--- config.mk ---
export PLATFORM = sky130hd
export DESIGN_NAME = lbs_mul
export DESIGN_NICKNAME = d
export VERILOG_FILES = /design/src/hw/rtl/lbs_mul.sv
export SDC_FILE = /design/constraint.sdc
export NUM_CORES = 1
export LEC_CHECK = 0
export BUFFER_PORTS_ARGS = -buffer_cell sky130_fd_sc_hd__buf_4
export CAP_MARGIN = 30
export CELL_PAD_IN_SITES_DETAIL_PLACEMENT = 1
export CELL_PAD_IN_SITES_GLOBAL_PLACEMENT = 2
export CORE_MARGIN = 8
export CORE_UTILIZATION = 33
export DETAILED_ROUTE_END_ITERATION = 8
export PLACE_DENSITY_LB_ADDON = 0.1
export SYNTH_ARGS = -nofsm -noshare
export SYNTH_HDL_FRONTEND = slang
export SYNTH_SLANG_ARGS = --single-unit
--- constraint.sdc ---
create_clock -name clock -period 3.56 [get_ports clock]
set_input_delay 0.712 -clock clock [delete_from_list [all_inputs] [get_ports clock]]
set_output_delay 0.712 -clock clock [all_outputs]
set_load 0.1 [all_outputs]
--- src/hw/rtl/lbs_mul.sv ---
// Radix-2 shift-add multiplier, sign-magnitude, one multiplier bit per cycle.
module lbs_mul (
   input  logic               clock,
   input  logic               reset,
   input  logic               start,
   input  logic signed [31:0] a,
   input  logic signed [31:0] b,
   output logic               done,
   output logic signed [63:0] product
);

   logic        busy_ff;
   logic        done_ff;
   logic [4:0]  cnt_ff;
   logic [63:0] mcand_ff;
   logic [31:0] mplier_ff;
   logic [63:0] acc_ff;
   logic        neg_ff;
   logic [31:0] abs_a;
   logic [31:0] abs_b;

   assign abs_a = a[31] ? (~a + 32'd1) : a;
   assign abs_b = b[31] ? (~b + 32'd1) : b;

   // control
   always_ff @(posedge clock) begin
      if (reset) begin
         busy_ff <= 1'b0;
         done_ff <= 1'b0;
         cnt_ff  <= '0;
      end else begin
         done_ff <= 1'b0;
         if (start) begin
            busy_ff <= 1'b1;
            cnt_ff  <= '0;
         end else if (busy_ff) begin
            cnt_ff <= cnt_ff + 5'd1;
            if (cnt_ff == 5'd31) begin
               busy_ff <= 1'b0;
               done_ff <= 1'b1;
            end
         end
      end
   end

   // datapath
   always_ff @(posedge clock) begin
      if (start) begin
         acc_ff    <= '0;
         mcand_ff  <= {32'd0, abs_a};
         mplier_ff <= abs_b;
         neg_ff    <= a[31] ^ b[31];
      end else if (busy_ff) begin
         if (mplier_ff[0]) begin
            acc_ff <= acc_ff + mcand_ff;
         end
         mcand_ff  <= {mcand_ff[62:0], 1'b0};
         mplier_ff <= {1'b0, mplier_ff[31:1]};
      end
   end

   assign done    = done_ff;
   assign product = neg_ff ? $signed(~acc_ff + 64'd1) : $signed(acc_ff);

endmodule

[After elaboration in Yosys (flattened, before gate mapping)]
Index checks and enable logic that the tools add are counted.
Operators by class
  add/sub/neg operators: 5
  $mul: 0
  divide/modulo/power cells: 0
  magnitude comparators: 0
  eq/ne operators: 1
  shift-type cells: 0
  mux-type cells: 11
  bitwise gates (word level): 5
  reductions and logical operators: 4
Operators by type and width (number)
  $mux 32: 6
  $add 32x1->32 const B: 2
  $add 64x1->64 const B: 1
  $add 64x64->64: 1
  $mux 64: 1
  $not 32->32: 2
  $not 64->64: 1
  $add 5x1->5 const B: 1
  $eq 5x5->1 const B: 1
  $mux 1: 4
  $reduce_or 3->1: 1
  $reduce_and 2->1: 1
  $reduce_bool 2->1: 1
  $reduce_or 2->1: 1
  $not 1->1: 1
  $xor 1x1->1: 1
Word-level totals
  bits in registers: 168
  latch bits: 0
  bits in writable memories: 0
  memory bits (read-only): 0
  output and inout port bits: 65
  word-level logic and storage cells: 34
  memories kept: 0

[Logic depth before layout (Yosys ltp)]
  depth after elaboration: 4
  depth in mapped cells: 12
  gate-level depth less buffers: 12

[Worst setup path after synthesis]
Ideal clock, no wire load.
  kind: reg2out
  start: reg acc_ff[14]
  end: out product[59]
  arrival time: 3.501 ns
  data required time: 2.848 ns
  path slack: -0.653 ns
  cell stages (with the launch flop): 11
  path through: dfxtp_1 > or4_4 > nor3_2 > nand4_1 > or2_4 > clkinv_4 > nand4_4 > or3_4 > or4_4 > o41ai_4 > xnor2_1
Between the ends
  cells in the longest elaborated chain, start to end: 3
RTL lines
  start, declared: RTL line 17  | logic [63:0] acc_ff;
  start signal, assigned: RTL line 55  | acc_ff <= acc_ff + mcand_ff;
  $not 64->64: RTL line 63  | assign product = neg_ff ? $signed(~acc_ff + 64'd1) : $signed(acc_ff);
  $add 64x1->64: RTL line 63
  $mux 64: RTL line 63
  end, declared: RTL line 9  | output logic signed [63:0] product
No other way between the ends.

[Worst setup path after layout]
  start: reg acc_ff[14]
  end: out product[61]
Same word-level chain as after synthesis.

==> flow_metrics.tcl <==
set metrics [dict create \
    ys_ff_latch 168 \
    initial_utilization_pct 33.4 \
    htreeDepth 4 \
    synth_edf_count 65 \
    post_drt_wl_per_cell_um 19.3 \
    worst_slew_margin_rel_pct 58.1 \
    first_global_vias 12791 \
    powerDensity_nw_per_um2 503 \
    synthTopCellsByArea "dfxtp_1 16%, edfxtp_1 16%, a21oi_1 7.2%, ha_1 6.8%, xnor2_1 6.7%" \
    dp_slack_ns -0.543 \
    dp_hpwl_mm 33.6 \
    multi_input_area_sq_um 8920 \
    synthFlopType "dfxtp_1" \
    netlist_area_sq_um 12500 \
    wirelength_mm 44.3 \
    syn_nets 1668 \
    cp_num_buf_inv 3 \
    clk_latency_ns 0.47 \
    grt_max_degree 93 \
    drive_above_1_share_pct 25.6 \
    cp_data_required_time_ns 2.85 \
    regToRegSetupSlack_ns 0.13 \
    ys_types 79 \
    synth_top_cell_by_area "dfxtp_1" \
    drtAntennaViolNets 0 \
    postSynthCellCount 1532 \
    finalMaxSlewViolations 0 \
    drtIter0Drc 503 \
    die_h_um 211 \
    yosys.area.top_type_share_pct 16.5 \
    clock_path_buffers 2 \
    critPathSlowestCell "or4_4" \
    fillerInstances 4444 \
    violations "negative setup slack" \
    fmax_mhz 224 \
    drc 0 \
    crit_path_max_incr_delay_ns 0.55 \
    final_cells 2290 \
    crit_family "simple AND/OR/NAND/NOR gates" \
    hold_viol_final 0 \
    yosysWarnings 0 \
    path_clk_slew_ns 0.07 \
    yosysSeqAreaShare_pct 32.1 \
    cts_root_buffer "clkbuf_16" \
    worstHoldStart "reset" \
    cts_buffers 17 \
    cts_tree "built" \
    finalPower_uw 8580 \
    period_share_pct 125 \
    hold_slack_ns 0.407 \
    min_period_ns 4.46 \
    worstPathCellList "or4_4 -> nor3_4 -> nand4_1 -> or2_4 -> clkinv_4 -> nand4_4 -> or3_4 -> or4_4 -> buf_4 -> o31ai_4 -> xnor2_4 -> buf_12" \
    antennaDiodeCount 0 \
    drv_cap 0 \
    dieWidth_um 211 \
    syn_area_per_cell_sq_um 8.16 \
    grt_pass1_wl_mm 70.8 \
    synthArstFlopShare_pct 0 \
    setup_viol 34 \
    skew_ns 0.0186 \
    avgViaCountPerCell 5.30 \
    gr-usage-all-layers_pct 19.9 \
    status "complete, but fails checks" \
    port_buffers 131 \
    worst-endpoint-arrival_ns 3.75 \
    vias 12146 \
    path_class "reg -> out" \
    worst_hold_path_type "in -> reg" \
    cts_sinks 168 \
    ios 132 \
    ff_latch_area_sq_um 4020 \
    overflow 0 \
    ir_drop_mv 0.365 \
    p_leak_uw 0.00702 \
    timing.final.ws_setup_ns -0.902 \
    core_area_sq_um 37500 \
    nets 1902 \
    path_common_cell "or4_4" \
    rows 71 \
    grt_antenna_before_repair 0 \
    gp_congestion 0.851 \
    crit_fanout 4 \
    syn_to_final_growth_pct 36.4 \
    end_kind "output port" \
    fp.dieArea_sq_um 44400 \
    placed_cells 2234 \
    worstMarginPinSlew_ns 0.629 \
    r2r-start "acc_ff[19]" \
    crit_path_start "acc_ff[14]" \
    fin_util_pct 45.5 \
    drt_first_pass_iters 5 \
    cp-start-kind "flop" \
    rsz0062_at_grt "true" \
]
[state kept, by name (all words and copies together) (netlist names)]
signal     count
mcand_ff      64
busy_ff        1
cnt_ff         5
neg_ff         1
mplier_ff     32
acc_ff        64
done           1
[metal layers]
layer | vias to the layer above | global-route usage [%] | routed length (um)
li1 | 6038 | - | -
met1 | 5912 | 25.4 | 20500
met2 | 157 | 34.2 | 21800
met3 | 39 | 3.09 | 1150
met4 | 0 | 6.30 | 873
met5 | - | 0 | 0
[layout by cell type (no fill, tap or decap), drive strengths merged, types with 16 or more instances in the layout]
cell	count
a21o	35
a21oi	181
buf	299
clkbuf	17
dfxtp	103
edfxtp	65
ha	68
inv	34
mux2i	39
nand2	194
nand3	30
nand4	30
nor2	154
nor3	28
o21ai	82
o31ai	38
o41ai	24
or3	16
or4	21
xnor2	95
xor2	72
[per-stage QoR]
step | setup TNS (ns) | area [sq um]
CTS | -12.00 | 16700
detailed placement | -2.85 | 15100
floorplan | -0.917 | 12700
finish | -12.54 | 17100
global placement | -2.62 | 15100
global route | -16.18 | 17100
[final timing paths]
| path | endpoint | depth (start not counted) |
|---|---|---|
| hold / removal | busy_ff | 2 |
| hold reg to reg | cnt_ff[3] | 2 |
| setup reg to reg | acc_ff[56] | 12 |
| setup / recovery | product[61] | 12 |
[cell usage after synthesis, types with 10 or more instances]
cell,count
nor4_1,12
ha_1,68
nand4_1,29
nand2_1,194
dfxtp_1,103
nand3_1,30
or3_1,15
o41ai_1,23
inv_1,28
o31ai_1,35
clkbuf_1,74
o21a_1,10
xor2_1,72
edfxtp_1,65
nor3_1,26
nor2_1,153
a21oi_1,181
mux2i_1,39
a21o_1,35
or4_1,17
xnor2_1,95
o21ai_0,75
[final cells by class]
class                   instances  share of cell area, %
clock buffers                  17                   2.50
clock inverters                15                   1.11
inverters                      29                  0.668
multi-input cells            1251                   52.3
flip-flops and latches        168                   23.6
well taps                     511                   3.75
repair buffers                299                   16.1
[kinds of logic (layout without fill, tap and decap cells)]
group                      Yosys count  count (layout)  synth area share (%)
and+or+nand+nor                    541             541                  20.7
xor gates and xnor gates           167             167                  11.7
AOI/OAI and AO/OA                  430             430                  21.5
adders and majority gates           69              69                  6.96
muxes                               44              44                  3.57
buffers and inverters              113             360                  3.47
DFF                                168             168                  32.1
[report_power, final]
| group | switching (uW) | internal, uW |
|---|---|---|
| Sequential | 89.0 | 2150 |
| Clock | 906 | 1120 |
| Combinational | 2810 | 1510 |
[timing repair]
item,CTS,global route
hold buffers,0,0
pin swaps,46,39
resized for setup,175,67
buffers inserted,22,12
endpoints found under the setup margin,44,51
No activity file was read; power rests on OpenSTA's default activity.
