===== config.mk =====
export PLATFORM = sky130hd
export DESIGN_NAME = lbs_div
export DESIGN_NICKNAME = d
export VERILOG_FILES = /design/src/hw/rtl/lbs_div.sv
export SDC_FILE = /design/constraint.sdc
export NUM_CORES = 1
export LEC_CHECK = 0
export BUFFER_PORTS_ARGS = -buffer_cell sky130_fd_sc_hd__buf_2
export CORE_MARGIN = 4
export CORE_UTILIZATION = 24
export CTS_CLUSTER_DIAMETER = 50
export DETAILED_ROUTE_END_ITERATION = 10
export GPL_ROUTABILITY_DRIVEN = 0
export PLACE_DENSITY = 0.52
export SLEW_MARGIN = 15
export SYNTH_ARGS = -nofsm -noshare
export SYNTH_HDL_FRONTEND = slang
export SYNTH_SLANG_ARGS = --single-unit
export TNS_END_PERCENT = 1

===== constraint.sdc =====
create_clock -name clock -period 4.2 [get_ports clock]
set_clock_uncertainty 0.2 [all_clocks]
set_input_delay 0.42 -clock clock [delete_from_list [all_inputs] [get_ports clock]]
set_output_delay 0.42 -clock clock [all_outputs]
set_load 0.02 [all_outputs]

===== src/hw/rtl/lbs_div.sv =====
// Restoring divider, one quotient bit per cycle, truncates toward zero,
// saturates the quotient to 32 bits. Divisor is positive.
module lbs_div (
   input  logic               clock,
   input  logic               reset,
   input  logic               start,
   input  logic signed [63:0] dividend,
   input  logic [17:0]        divisor,
   output logic               done,
   output logic signed [31:0] quotient
);

   logic        busy_ff;
   logic        done_ff;
   logic [5:0]  cnt_ff;
   logic [63:0] dvd_ff;
   logic [63:0] q_ff;
   logic [17:0] rem_ff;
   logic [17:0] dsr_ff;
   logic        neg_ff;
   logic [18:0] rem_sh;
   logic        fits;

   assign rem_sh = {rem_ff, dvd_ff[63]};
   assign fits   = rem_sh >= {1'b0, dsr_ff};

   // control
   always_ff @(posedge clock) begin
      if (reset) begin
         busy_ff <= 1'b0;
         done_ff <= 1'b0;
         cnt_ff  <= '0;
      end else begin
         done_ff <= 1'b0;
         if (start) begin
            busy_ff <= 1'b1;
            cnt_ff  <= '0;
         end else if (busy_ff) begin
            cnt_ff <= cnt_ff + 6'd1;
            if (cnt_ff == 6'd63) begin
               busy_ff <= 1'b0;
               done_ff <= 1'b1;
            end
         end
      end
   end

   // datapath
   always_ff @(posedge clock) begin
      if (start) begin
         dvd_ff <= dividend[63] ? (~dividend + 64'd1) : dividend;
         neg_ff <= dividend[63];
         dsr_ff <= divisor;
         rem_ff <= '0;
         q_ff   <= '0;
      end else if (busy_ff) begin
         dvd_ff <= {dvd_ff[62:0], 1'b0};
         q_ff   <= {q_ff[62:0], fits};
         rem_ff <= fits ? 18'(rem_sh - {1'b0, dsr_ff}) : rem_sh[17:0];
      end
   end

   // saturate
   always_comb begin
      if (!neg_ff) begin
         quotient = (|q_ff[63:31]) ? 32'sh7FFFFFFF : $signed(q_ff[31:0]);
      end else begin
         quotient = (q_ff > 64'h80000000) ? 32'sh80000000 : $signed(32'(~q_ff + 64'd1));
      end
   end

   assign done = done_ff;

endmodule


# Word level (Yosys, flattened, before mapping)
# Cells that the tools add are included.
[word_totals] elab_cells=33 reg_bits=173
[op_classes] eq_ne=1 n_bitwise=3 mux=11 n_reduce_logical=4 n_lt_le_gt_ge=2 addsub=4
[ops] operator="64-bit two-way mux" n=3
[ops] operator="32-bit two-way mux" n=3
[ops] operator="64-bit by 1-bit adder with 64-bit output, second input constant" n=1
[ops] operator="64-bit by 32-bit greater-than comparator with 1-bit output, second input constant" n=1
[ops] operator="64-bit inverter" n=1
[ops] operator="33-bit OR reduction" n=1
[ops] operator="32-bit by 1-bit adder with 32-bit output, second input constant" n=1
[ops] operator="32-bit inverter" n=1
[ops] operator="19-bit by 18-bit greater-or-equal comparator with 1-bit output" n=1
[ops] operator="18-bit two-way mux" n=1
[ops] operator="18-bit subtractor" n=1
[ops] operator="6-bit by 1-bit adder with 6-bit output, second input constant" n=1
[ops] operator="6-bit equality test, second input constant" n=1
[ops] operator="1-bit two-way mux" n=4
[ops] operator="3-bit OR reduction" n=1
[ops] operator="2-bit nonzero test" n=1
[ops] operator="2-bit OR reduction" n=1
[ops] operator="1-bit inverter" n=1

# Logic depth before layout (Yosys ltp)
[depth] ltp_word=4 depth_mapped=11

# Worst setup path before layout
# OpenSTA, ideal clock, no wires.
[synth_path] kind="register to output" startpoint="reg q_ff[24]" endpoint="out quotient[10]" n_path_buf=1 path_slack_ns=0.737 stages_incl_launch_ff=9 t_required_ns=3.580 arrival_time_ns=2.843 cell_sequence="dfxtp_1 > buf_2 > or4_4 > or4_1 > o41ai_2 > nand2b_1 > inv_2 > nand2_4 > o311ai_0"
[synth_via] elab_chain_len=3
[synth_lines] element="from (decl)" line_no="17" text="logic [63:0] q_ff;"
[synth_lines] element="from (signal assigned)" line_no="58" text="q_ff <= {q_ff[62:0], fits};"
[synth_lines] element="64-bit by 32-bit greater-than comparator with 1-bit output" line_no="68" text="quotient = (q_ff > 64'h80000000) ? 32'sh80000000 : $signed(32'(~q_ff + 64'd1));"
[synth_lines] element="32-bit two-way mux" line_no="68"
[synth_lines] element="32-bit two-way mux" line_no="65" text="if (!neg_ff) begin"
[synth_lines] element="to (decl)" line_no="10" text="output logic signed [31:0] quotient"
# Every way passes these cells.

# Worst setup path in the final report
[layout_path] startpoint="reg q_ff[24]" endpoint="out quotient[30]"
[layout_via] elab_chain_len=4 word_cells_on_any_way=5 classes_between="add/sub: 1; order compare: 1; mux: 2; bitwise: 1"
[layout_lines] element="branches (longest 2 deep; another with 64-bit by 32-bit greater-than comparator with 1-bit output)"
[layout_lines] element="32-bit two-way mux *" line_no="68"
[layout_lines] element="32-bit two-way mux *" line_no="65"
# Mark *: on every way between the ends.

==> flow_summary.toml <==
[die]
fp-row-count = 74
core_sq_um = 41100
die_w_um = 212
die_h_um = 212
initial_utilization_pct = 24.4
top_level_ports = 118
die-area_sq_um = 45100

[sta]
slew_headroom_pct = 29.7
rsz0062_at_grt = "true"
whs_ns = 0.164
period_needed_ns = 3.99
min_period_over_period_pct = 94.9
final-max-slew-violation-count = 0
fmax_ghz = 0.251
setup_viol = 0
tns_ns = 0
worst_pin_slew_ns = 1.06
finalHoldViolCount = 0

[worst_setup_path]
critPathKind = "register to primary output"
slowest_delay_ns = 0.59
r2r_slack_ns = 0.86
cp-end-kind = "primary output"
path_max_fanout = 17
worst_path_dominant_cell_family = "simple AND/OR/NAND/NOR gates"
critPathLaunchType = "register"
slowest_stage = "or4_4"
crit_chain = "or4_4, or4_1, o41ai_2, nand2b_1, inv_2, nand2_4, o311ai_1, buf_2"
cp.required_ns = 3.58
cp.arrival_ns = 3.37
crit_start = "q_ff[24]$_SDFFE_PP0P_"
crit_buf_inv = 2
r2r_start = "dsr_ff[1]$_DFFE_PP_"

[routing]
firstDrtPassIters = 5
avgRoutedWirePerCell_um = 14.3
antenna_left = 0
via_count = 8459
drtIter0Drc = 665
drc = 0
routed_via_density = 4.78
drt-total-wl_um = 25200

[global_route]
use_met3_pct = 4.23
antenna_found_initial = 11
grt_use_met2_pct = 16.4
grt_max_degree = 149
grt_pass1_wl_um = 41100
grt-busiest-layer = "met2"
grt_pass1_vias = 7965
gr-total-overflow = 0
track_usage_pct = 11.2
grt.met1_usage_pct = 15.5

[cts]
cts_root_buffer = "clkbuf_16"
clk-insertion-delay-late_ns = 0.45
cts.clk_slew.worst_paths_ns = 0.06
cts_tree = "done"
post_cts_buffers = 0
cts_buffer_depth = 2
cts.sinks = 173
cts_buffers = 17
htree_levels = 4

[power]
peakVddDrop_uv = 251
power_density_nw_per_um2 = 356
leakage_nw = 4.71

[yosys]
netlist_instances = 1120
synth_seq_cells = 173
syn-mean-instance-area_sq_um = 8.96
async_flop_share_pct = 0
yosysWarnings = 0
synthTopCellsByArea = "edfxtp_1 25%, dfxtp_1 18%, nor2_1 6.9%, mux2i_1 6.5%, xor2_1 6.2%"
synth_top_cell_by_area = "edfxtp_1"
syn-num-nets = 1227
synth_top_area_share_pct = 24.8
synth-edff-count = 83
syn_area_sq_um = 10000
synth.distinct_cells = 67
yosysSeqAreaShare_pct = 42.8
synth_flop_cell = "dfxtp_1"

[run]
drv_cap = 0

[worst_hold_path]
hold_path.class = "input port to register"
hold_start = "dividend[0]"

[finish]
regArea_sq_um = 4300
postLayoutCoreUtil_pct = 29.1
instances_no_fill = 1768
layout_common_cells = "185 x nor2_1, 116 x buf_2, 90 x a21oi_1, 89 x dfxtp_1, 83 x edfxtp_1"
final_common_cell = "nor2_1"
final_net_count = 1325
fill_cells = 4402
syn_to_final_growth_pct = 19.5
layout-drive-gt1-share_pct = 15.4
multi_input_area_sq_um = 5350

[placed_design]
hpwl_um = 17400
placed_cells = 1712
port_buffers = 117

[run_status]
outcome = "completed"
[layer usage]
metal | vias to the layer above | part of all wire (%)
li1 | 4273 | -
met1 | 3944 | 50
met2 | 201 | 42
met3 | 29 | 6.9
met4 | 12 | 0.91
met5 | - | 0.25
[final timing paths]
check                                  to  depth (start not counted)
setup / recovery             quotient[30]                          8
hold / removal    dvd_ff[0]$_SDFFCE_PN0P_                          2
setup reg to reg   rem_ff[3]$_SDFFE_PP0P_                         10
hold reg to reg    cnt_ff[5]$_SDFFE_PP0P_                          2
[cell usage after synthesis (4+ instances only)]
cell type,n
a311oi_1,12
or4_1,9
clkbuf_1,61
inv_1,36
nor3_1,24
o311ai_1,9
dfxtp_1,90
o211ai_1,5
nand2b_1,5
o31ai_1,33
nand4_1,10
a21oi_1,90
and2_1,4
or2_2,7
edfxtp_1,83
nand4b_1,5
buf_2,5
nor2b_1,8
nand2_1,76
a211oi_1,5
nor2_1,185
mux2i_1,65
or4_4,4
nor4_1,16
ha_1,21
xor2_1,71
or3_1,18
nand3_1,25
o41ai_1,7
o21ai_0,52
nand3b_1,5
xnor2_1,11
o311ai_0,9
a21o_1,5
[cell families (layout without fill, tap and decap cells)]
logic type,after synthesis,count (layout),share of synthesized area (%)
and+or+nand+nor,414,414,19.8
AOI/OAI and AO/OA,258,258,16.8
DFF,173,173,42.8
buffers and inverters,106,217,4.10
xor gates and xnor gates,82,82,7.16
muxes,65,65,6.49
adders and majority gates,22,22,2.82
other,0,5,0
[final cells by class]
| cell class | instances | area share [%] |
|---|---|---|
| repair buffers | 148 | 7.49 |
| flip-flops and latches | 173 | 35.9 |
| multi-input cells | 841 | 44.6 |
| well taps | 532 | 5.55 |
| diodes | 5 | 0.104 |
| inverters | 37 | 1.16 |
| clock inverters | 12 | 1.21 |
| clock buffers | 20 | 4.00 |
[through the flow]
step | setup slack (ns) | area, sq um | power [W]
after detailed placement | 0.616 | 11100 | 0.00259
after global routing | -0.00340 | 12000 | 0.00449
after CTS | 0.0963 | 12000 | 0.00433
after floorplan | 0.737 | 10000 | 0.00239
after global placement | 0.654 | 11100 | 0.00259
final | 0.215 | 12000 | 0.00427
[worst register-to-register path: cells and delay by family (launching register included)]
kind | cells | cell delay [ns]
AOI/OAI and AO/OA | 3 | 1.02
buffers and inverters | 2 | 0.32
DFF | 1 | 0.36
and+or+nand+nor | 4 | 1.10
adders and majority gates | 1 | 0.24
[flip-flops by register name, summed over array words and instances (netlist names)]
register	count
cnt_ff	6
dsr_ff	18
neg_ff	1
dvd_ff	64
q_ff	64
rem_ff	18
busy_ff	1
done	1
[power by group]
group / internal, W / leakage (nW) / switching (W) / total (W)
clock: 0.000962 / 0.304 / 0.000736 / 0.00170
combinational: 0.000255 / 2.87 / 0.000390 / 0.000645
sequential: 0.00188 / 1.54 / 0.0000429 / 0.00192
[timing repair]
action	4_1_cts	5_1_grt
resized for setup	0	3
hold buffers	19	0
hold endpoints to repair	19	0
setup endpoints to repair	0	3
(Power assumes the default switching activity.)
